<file path="src/hw/rtl/jfas_pkg.sv">
package jfas_pkg;

	localparam int unsigned NUM_AXES = 6;

	localparam logic [7:0]  HEADER_BYTE   = 8'h96;
	localparam logic [7:0]  TRAILER_BYTE  = 8'h8D;
	localparam logic [15:0] AXIS_OFFSET   = 16'd8192;
	localparam logic [14:0] THRESH_RESET  = 15'd120;

	typedef logic [3:0]         pos_t;
	typedef logic [2:0]         idx_t;
	typedef logic [13:0]        sum_t;
	typedef logic signed [15:0] axis_t;
	typedef logic [14:0]        mag_t;

	// frame byte positions: header is 0, trailer is 15
	localparam pos_t POS_HUNT     = 4'd0;
	localparam pos_t POS_SUM_LAST = 4'd12;
	localparam pos_t POS_TARGET   = 4'd14;
	localparam pos_t POS_LAST     = 4'd15;

	typedef enum logic [1:0] {
		ST_MOVE     = 2'd0,
		ST_STOP     = 2'd1,
		ST_CHECKSUM = 2'd2,
		ST_TRAILER  = 2'd3
	} status_t;

	typedef struct packed {
		logic                       chk_ok;
		axis_t [NUM_AXES-1:0]       axis;
		mag_t  [NUM_AXES-1:0]       mag;
	} frame_t;

	typedef struct packed {
		status_t                    status;
		idx_t                       index;
		logic                       positive;
		mag_t                       peak;
		axis_t [NUM_AXES-1:0]       axis;
	} result_t;

endpackage

</file>
<file path="src/hw/rtl/joystick_frame_axis_select_top.sv">
// Channel  | Handshake            | Payload
// ---------+----------------------+---------------------------------------------
// input    | in_valid / in_ready  | rx_byte
// config   | cfg_valid/cfg_ready  | deadzone_threshold
// output   | out_valid/out_ready  | status, axis_index, axis_positive,
//          |                      | peak_magnitude, axis_x .. axis_c
//
// One byte is taken per cycle unless the trailer byte is stalled. A frame result
// is shown once its trailer byte has passed through the input register and the
// result has been loaded into the result register.
// Reset returns to header hunting and sets the threshold to 120.
// A waiting result stalls only the trailer byte; other bytes keep flowing,
// and the input register holds one more request while the output is full.
module joystick_frame_axis_select_top (
	input  logic                clk,
	input  logic                arst_n,
	input  logic                in_valid,
	output logic                in_ready,
	input  logic [7:0]          rx_byte,
	input  logic                cfg_valid,
	output logic                cfg_ready,
	input  logic [14:0]         deadzone_threshold,
	output logic                out_valid,
	input  logic                out_ready,
	output logic [1:0]          status,
	output logic [2:0]          axis_index,
	output logic                axis_positive,
	output logic [14:0]         peak_magnitude,
	output logic signed [15:0]  axis_x,
	output logic signed [15:0]  axis_y,
	output logic signed [15:0]  axis_z,
	output logic signed [15:0]  axis_a,
	output logic signed [15:0]  axis_b,
	output logic signed [15:0]  axis_c
);
	import jfas_pkg::*;

	// input register
	logic        valid_s1;
	logic [7:0]  byte_s1;

	mag_t        thresh_q;
	logic        at_end;
	logic        out_free;
	logic        take;
	frame_t      frame;
	result_t     result;
	result_t     result_q;

	// the threshold register is always free to take a write
	assign cfg_ready = 1'b1;

	always_ff @(posedge clk or negedge arst_n) begin
		if (!arst_n) begin
			thresh_q <= THRESH_RESET;
		end else if (cfg_valid) begin
			thresh_q <= deadzone_threshold;
		end
	end

	// advance the held byte unless it ends a frame and the result slot is busy
	assign out_free = !out_valid || out_ready;
	assign take     = valid_s1 && (!at_end || out_free);
	assign in_ready = !valid_s1 || take;

	always_ff @(posedge clk or negedge arst_n) begin
		if (!arst_n) begin
			valid_s1 <= 1'b0;
		end else if (in_ready) begin
			valid_s1 <= in_valid;
		end
	end

	always_ff @(posedge clk) begin
		if (in_ready && in_valid) begin
			byte_s1 <= rx_byte;
		end
	end

	jfas_frame u_frame (
		.clk     (clk),
		.arst_n  (arst_n),
		.take    (take),
		.rx_byte (byte_s1),
		.at_end  (at_end),
		.frame   (frame)
	);

	jfas_select u_select (
		.trailer_ok (byte_s1 == TRAILER_BYTE),
		.frame      (frame),
		.threshold  (thresh_q),
		.result     (result)
	);

	// result register: load on the trailer byte, drop once taken
	always_ff @(posedge clk or negedge arst_n) begin
		if (!arst_n) begin
			out_valid <= 1'b0;
		end else if (take && at_end) begin
			out_valid <= 1'b1;
		end else if (out_ready) begin
			out_valid <= 1'b0;
		end
	end

	always_ff @(posedge clk) begin
		if (take && at_end) begin
			result_q <= result;
		end
	end

	assign status         = result_q.status;
	assign axis_index     = result_q.index;
	assign axis_positive  = result_q.positive;
	assign peak_magnitude = result_q.peak;
	assign axis_x         = result_q.axis[0];
	assign axis_y         = result_q.axis[1];
	assign axis_z         = result_q.axis[2];
	assign axis_a         = result_q.axis[3];
	assign axis_b         = result_q.axis[4];
	assign axis_c         = result_q.axis[5];

endmodule

</file>
<file path="src/hw/rtl/jfas_frame.sv">
module jfas_frame (
	input  logic              clk,
	input  logic              arst_n,
	input  logic              take,
	input  logic [7:0]        rx_byte,
	output logic              at_end,
	output jfas_pkg::frame_t  frame
);
	import jfas_pkg::*;

	pos_t                 pos_q;
	sum_t                 sum_q;
	logic [7:0]           prev_q;
	logic                 chk_ok_q;
	axis_t [NUM_AXES-1:0] axis_q;
	mag_t  [NUM_AXES-1:0] mag_q;

	logic [15:0] pair_val;
	axis_t       axis_new;
	mag_t        mag_new;
	idx_t        axis_sel;
	logic        axis_wr;

	// hi * 128 + lo from the held byte and the current one
	assign pair_val = {1'b0, prev_q, 7'b0} + {8'b0, rx_byte};
	assign axis_new = axis_t'(pair_val - AXIS_OFFSET);
	assign mag_new  = axis_new[15] ? mag_t'(-axis_new) : mag_t'(axis_new);
	assign axis_sel = idx_t'(pos_q[3:1] - 3'd1);
	assign axis_wr  = (pos_q[0] == 1'b0) && (pos_q != POS_HUNT) && (pos_q <= POS_SUM_LAST);
	assign at_end   = (pos_q == POS_LAST);

	always_ff @(posedge clk or negedge arst_n) begin
		if (!arst_n) begin
			pos_q <= POS_HUNT;
			sum_q <= '0;
		end else if (take) begin
			if (pos_q == POS_HUNT) begin
				if (rx_byte == HEADER_BYTE) begin
					pos_q <= pos_t'(1);
					sum_q <= sum_t'(HEADER_BYTE);
				end
			end else if (pos_q == POS_LAST) begin
				pos_q <= POS_HUNT;
			end else begin
				pos_q <= pos_q + pos_t'(1);
				if (pos_q <= POS_SUM_LAST) begin
					sum_q <= sum_q + {6'b0, rx_byte};
				end
			end
		end
	end

	always_ff @(posedge clk) begin
		if (take && (pos_q != POS_HUNT) && (pos_q != POS_LAST)) begin
			prev_q <= rx_byte;
			if (axis_wr) begin
				axis_q[axis_sel] <= axis_new;
				mag_q[axis_sel]  <= mag_new;
			end
			if (pos_q == POS_TARGET) begin
				chk_ok_q <= (pair_val == {2'b0, sum_q});
			end
		end
	end

	assign frame.chk_ok = chk_ok_q;
	assign frame.axis   = axis_q;
	assign frame.mag    = mag_q;

endmodule

</file>
<file path="src/hw/rtl/jfas_select.sv">
module jfas_select (
	input  logic              trailer_ok,
	input  jfas_pkg::frame_t  frame,
	input  jfas_pkg::mag_t    threshold,
	output jfas_pkg::result_t result
);
	import jfas_pkg::*;

	always_comb begin
		idx_t best;
		mag_t best_mag;
		best     = '0;
		best_mag = frame.mag[0];
		// strict compare keeps the lowest index on ties
		for (int k = 1; k < NUM_AXES; k++) begin
			if (frame.mag[k] > best_mag) begin
				best     = idx_t'(k);
				best_mag = frame.mag[k];
			end
		end

		result = '0;
		if (!trailer_ok) begin
			result.status = ST_TRAILER;
		end else if (!frame.chk_ok) begin
			result.status = ST_CHECKSUM;
		end else begin
			result.status   = (best_mag < threshold) ? ST_STOP : ST_MOVE;
			result.index    = best;
			result.positive = (frame.axis[best] > 16'sd0);
			result.peak     = best_mag;
			result.axis     = frame.axis;
		end
	end

endmodule

</file>
<file path="config.mk">
export PLATFORM = sky130hd
export DESIGN_NAME = joystick_frame_axis_select_top
export DESIGN_NICKNAME = d
export VERILOG_FILES = /design/src/hw/rtl/jfas_pkg.sv /design/src/hw/rtl/joystick_frame_axis_select_top.sv /design/src/hw/rtl/jfas_frame.sv /design/src/hw/rtl/jfas_select.sv
export SDC_FILE = /design/constraint.sdc
export NUM_CORES = 1
export LEC_CHECK = 0
export BUFFER_PORTS_ARGS = -buffer_cell sky130_fd_sc_hd__buf_2
export CAP_MARGIN = 20
export CORE_AREA = 2 2 173 175
export DETAILED_ROUTE_END_ITERATION = 10
export DIE_AREA = 0 0 175 177
export HOLD_SLACK_MARGIN = 0.1
export PLACE_DENSITY = 0.76
export SLEW_MARGIN = 15
export SYNTH_ARGS = -nofsm -noshare
export SYNTH_HDL_FRONTEND = slang
export SYNTH_HIERARCHICAL = 1
export SYNTH_SLANG_ARGS = --single-unit
</file>
<file path="constraint.sdc">
create_clock -name clk -period 21.4 [get_ports clk]
set_input_delay 2.14 -clock clk [delete_from_list [all_inputs] [get_ports clk]]
set_output_delay 2.14 -clock clk [all_outputs]
set_load 0.005 [all_outputs]
</file>
## After elaboration in Yosys (flattened, before gate mapping)

Cells that the tools add are included.

| storage, ports and cells | value |
|---|---|
| input port bits | 28 |
| logic and storage cells | 110 |
| output and inout port bits | 120 |
| flip-flop bits (word level) | 355 |

| operators by class | value |
|---|---|
| order comparisons | 11 |
| reductions and logical operators | 23 |
| add/sub/neg operators | 6 |
| equality and inequality tests | 8 |
| bitwise operators | 1 |
| muxes and demuxes | 30 |

Operators by type and width:

| kind | count |
|---|---|
| $mux W15 | 7 |
| $bwmux W96 | 1 |
| $bwmux W90 | 1 |
| $gt A15 B15 Y1 | 5 |
| $mux W14 | 4 |
| $bmux W16 S3 | 1 |
| $demux W16 S3 | 1 |
| $demux W15 S3 | 1 |
| $mux W16 | 2 |
| $add A15 B8 Y16 | 1 |
| $eq A16 B14 Y1 | 1 |
| $eq A8 B8 Y1 const B | 2 |
| $gt A16 B1 Y1 const B | 1 |
| $sub A16 B14 Y16 const B | 1 |
| $lt A15 B15 Y1 | 1 |
| $neg A15 Y15 | 1 |
| $add A14 B8 Y14 | 1 |
| $mux W4 | 3 |
| $eq A4 B4 Y1 const B | 2 |
| $logic_and A1 B1 Y1 | 8 |
| $lt A3 B4 Y1 const B | 2 |
| $reduce_and A2 Y1 | 4 |
| $mux W3 | 2 |
| $mux W1 | 5 |
| other kinds (15) | 21 |

## Depth between registers and ports, before layout

| logic depth | value |
|---|---|
| word-level depth | 13 |
| mapped depth | 74 |
| mapped depth without buffers | 66 |

## By module

Netlist, hierarchy kept.

Modules (own cells, without submodules):

| module | cells an instance | times used | area an instance (sq um) | sequential area each (sq um) |
|---|---|---|---|---|
| jfas_frame | 448 | 1 | 7801.2 | 6125.9 |
| jfas_select | 722 | 1 | 4978.5 | 0.0 |
| joystick_frame_axis_select_top | 172 | 1 | 4503.1 | 4184.0 |

## Least setup slack after synthesis

Ideal clock, no wire load.

| timing path | value |
|---|---|
| path kind | flip-flop to flip-flop |
| start point | register u_frame.mag_q, in the netlist u_frame/frame[29] |
| end point | register result_q, in the netlist status[0] (data pin) |
| data required time | 21268 ps |
| stages on the path, launching flop included | 72 |
| period minus slack after synthesis | 12793 ps |
| slack | 8607 ps |
| data arrival time | 12661 ps |
| path buffers | 10 |
| library setup time | 132 ps |
| path through | edfxtp_1 ha_1 nand4_2 nor3_1 nor3_2 a21oi_2 buf_6 clkbuf_1 nor2_1 a21oi_1 ha_1 a21o_1 a31o_2 a221o_1 a21oi_1 o311a_1 nand2_1 a21o_1 [36 not listed] o21a_1 o21ai_0 a21oi_1 o31ai_1 a21oi_1 clkbuf_1 clkbuf_1 clkbuf_1 o31ai_1 ha_1 a21o_1 a21o_1 a21oi_1 o21ai_0 and3_1 a21boi_0 a41oi_1 and3_1 |

| between the ends | value |
|---|---|
| longest elaborated chain between the ends | 13 |

RTL lines:

| element | RTL line | RTL |
|---|---|---|
| start, declared | jfas_frame.sv:16 | `mag_t [NUM_AXES-1:0] mag_q;` |
| start signal, assigned by index | jfas_frame.sv:58 | `mag_q[axis_sel] <= mag_new;` |
| $gt A15 B15 Y1 | jfas_select.sv:16 | `if (frame.mag[k] > best_mag) begin` |
| $mux W15 * | jfas_select.sv:16 |  |
| $gt A15 B15 Y1 | jfas_select.sv:16 |  |
| $mux W15 * | jfas_select.sv:16 |  |
| $gt A15 B15 Y1 | jfas_select.sv:16 |  |
| $mux W15 * | jfas_select.sv:16 |  |
| $gt A15 B15 Y1 | jfas_select.sv:16 |  |
| $mux W15 * | jfas_select.sv:16 |  |
| $gt A15 B15 Y1 | jfas_select.sv:16 |  |
| $mux W15 * | jfas_select.sv:16 |  |
| $lt A15 B15 Y1 * | jfas_select.sv:28 | `result.status = (best_mag < threshold) ? ST_STOP : ST_MOVE;` |
| $mux W1 * | jfas_select.sv:28 |  |
| $mux W1 * | jfas_select.sv:25 | `end else if (!frame.chk_ok) begin` |
| end signal, assigned | joystick_frame_axis_select_top.sv:109 | `result_q <= result;` |
| end, declared | joystick_frame_axis_select_top.sv:48 | `result_t result_q;` |

Every way passes the cells marked *; elsewhere a longest branch is shown, timed or not.
A chain may end at the register's enable or synchronous reset.

## Final worst setup path

Ends and elaborated chain as after synthesis.

==> impl_metrics.tcl <==
set metrics [dict create \
    cts-root-buf "clkbuf_16" \
    drive_gt1_frac 0.209 \
    track_usage 0.265 \
    synth_edf_count 314 \
    cts_tree "yes" \
    clockBufferDepth 3 \
    start_util 0.591 \
    grt_max_degree 99 \
    powerDensity_nw_per_um2 155 \
    finalPower_mw 3.02 \
    max-vdd-ir-drop_uv 137 \
    clk_latency_ns 0.54 \
    ys_seq_area_frac 0.597 \
    yosys_warnings 6 \
    synth_area_per_cell_um2 12.9 \
    routed_wl_um 41500 \
    antenna_left 0 \
    grt_pass1_vias 11200 \
    min_from "u_frame/sum_q[6]" \
    hold_ws_ns 0.491 \
    synth.area.mux_share 0.0183 \
    synth_cell_type_count 97 \
    startpoint_type "flop" \
    syn-instance-count 1342 \
    synth_fa_ha_area_frac 0.0757 \
    vias 11700 \
    drt_iter0_drc 1140 \
    worstPathRequired_ns 21.80 \
    portBuffers 146 \
    async_flop_share 0.100 \
    first_pass_iters 6 \
    post_cts_buffers 0 \
    synth-xor-area-share 0.0205 \
    synth_compound_area_frac 0.113 \
    grt_pass1_wl_um 62700 \
    numCtsBuffers 37 \
    die_w_um 175 \
    gr-total-overflow 0 \
    htree_levels 2 \
    final_max_slew_viol_count 0 \
    syn_area_um2 17300 \
    skew_ns 0.0143 \
    synth_nets 1474 \
    power.leakage_nw 7.61 \
    hold_viol 0 \
    cp_slowest_stage_delay_ns 0.88 \
    status "finished clean" \
    route.detailed.vias_per_inst 6.18 \
    cp_common_cell "o21a_1" \
    critPathKind "flop to flop" \
    cp_max_fo 64 \
    rsz0062_at_grt "false" \
    setup_tns_ns 0 \
    die_y_um 177 \
    ys.flop_type "edfxtp_1" \
    max_slew_margin 0.267 \
    nets 1607 \
    avgRoutedWirePerCell_um 21.9 \
    r2r_start "u_frame/frame[29]" \
    clk_pin_slew_ns 0.06 \
    finalSetupViolCount 0 \
    finalCriticalPeriod_ns 14.80 \
    startpoint "u_frame/frame[29]" \
    dieArea_um2 31000 \
    coreArea_um2 29200 \
    ctsHoldBuffers 0 \
    hpwl_um 28200 \
    synth_top_family_by_area "simple AND/OR/NAND/NOR gates" \
    final_common_cell "edfxtp_1" \
    ctsResizeCount 0 \
    ys_seq_elements 349 \
    worstMarginPinSlew_ns 1.09 \
    cpMaxStageDelayCell "nand3_1" \
    crit_path_end_kind "flop" \
    rows 63 \
    drc 0 \
    cp.arrival_ns 15.20 \
    maxCapViolations 0 \
    cts.sink_count 349 \
    fin_crit_sh 0.692 \
    gp_congestion 0.910 \
    hold_path.class "flop to flop" \
    final_util 0.668 \
    antenna_found_initial 1 \
    layout_common_cells "edfxtp_1 (314), buf_2 (146), and3_1 (107)" \
    ios 148 \
    fmax_mhz 67.5 \
    synth_simple_gate_area_frac 0.141 \
    syn_to_final_growth_pct 13.0 \
]
==> final timing paths <==
path / to / slack, ns / depth (start not counted)
min: u_frame/sum_q[6] / 0.49 / 2
min reg2reg: u_frame/sum_q[6] / 0.49 / 2
max: status[0] / 6.60 / 63
min in group asynchronous: u_frame/sum_q[3] / 1.69 / 1
max in group asynchronous: thresh_q[7] / 19.20 / 1
max reg2reg: status[0] / 6.60 / 63
==> where the power goes <==
| group | switching, mW | internal [mW] |
|---|---|---|
| clock | 0.267 | 0.375 |
| combinational | 0.919 | 0.542 |
| sequential | 0.0591 | 0.858 |
==> state kept, by name, indices dropped and copies added, names as in the netlist, 2 cells and up <==
signal	cells
axis_a	16
axis_b	16
axis_c	16
axis_index	3
axis_x	16
axis_y	16
axis_z	16
byte_s1	8
peak_magnitude	15
status	2
thresh_q	15
u_frame/frame	180
u_frame/pos_q	4
u_frame/prev_q	8
u_frame/sum_q	14
==> synthesized netlist by cell type, types with 4 or more instances <==
cell type,instances,area (um2)
nand4_1,28,175
nand2_1,72,270
o21bai_1,4,30.0
o21ai_0,50,250
dfstp_2,4,105
nor2_1,61,229
o41ai_2,11,179
or2_2,17,106
mux2_2,10,113
o211ai_1,7,52.6
nor3b_1,4,30.0
nor2b_1,10,62.6
edfxtp_1,314,9430
buf_4,14,105
xor2_1,11,96.3
dfrtp_1,31,776
a31oi_1,4,25.0
buf_6,5,56.3
inv_1,61,229
o211a_1,16,160
mux2_4,10,150
or3_1,8,50.1
clkbuf_1,45,169
mux2i_1,4,40.0
a21o_1,19,143
nand3_1,33,165
xnor2_1,22,193
and4_1,7,61.3
o21a_1,23,173
o31ai_1,23,173
nand2b_1,12,75.1
and3_1,107,669
a211oi_1,7,52.6
buf_2,4,20.0
ha_1,103,1290
nor3_1,23,115
nor4_1,20,125
a21oi_1,51,255
==> routing by layer <==
metal	wire length (um)	vias up	share of wire	GRT usage
met1	17500	5686	0.42	0.366
met5	0	-	0	0
li1	-	5400	-	-
met2	19400	525	0.47	0.423
met3	3110	97	0.075	0.0490
met4	1480	0	0.036	0.101
==> stage by stage <==
stage               setup slack (ns)  area (um2)  std cells
floorplan                       8.61       17300       1342
finish                          6.60       19500       1893
global route                    5.62       19500       1892
detailed placement              6.97       18300       1824
global placement                7.41       18300       1824
CTS                             6.82       19500       1890
==> area by class of cell <==
class                      count  area (um2)
clock buffer                  43         958
sequential                   349       10300
antenna                        1        2.50
inverter                      61         229
tap                          390         488
multi-input combinational    863        6420
timing repair buffer         163         858
fill                        2051        9710
clock inverter                23         272
==> worst max-delay path: cells and delay by family, from the launching register on <==
| family | cells | cell delay, ns |
|---|---|---|
| muxes | 1 | 0.13 |
| AOI/OAI and AO/OA | 34 | 7.19 |
| DFF | 1 | 0.38 |
| adders and majority gates | 6 | 1.69 |
| buffers and inverters | 4 | 1.26 |
| and+or+nand+nor | 18 | 3.98 |
==> kinds of logic (layout without fill, tap and decap cells) <==
group / Yosys count / count (layout)
simple gates: 433 / 433
flops: 349 / 349
compound gates: 263 / 263
buf+inv: 130 / 290
fa+ha+maj: 104 / 104
xor+xnor: 37 / 37
mux: 25 / 25
other cells: 1 / 2
(Power assumes the default switching activity.)
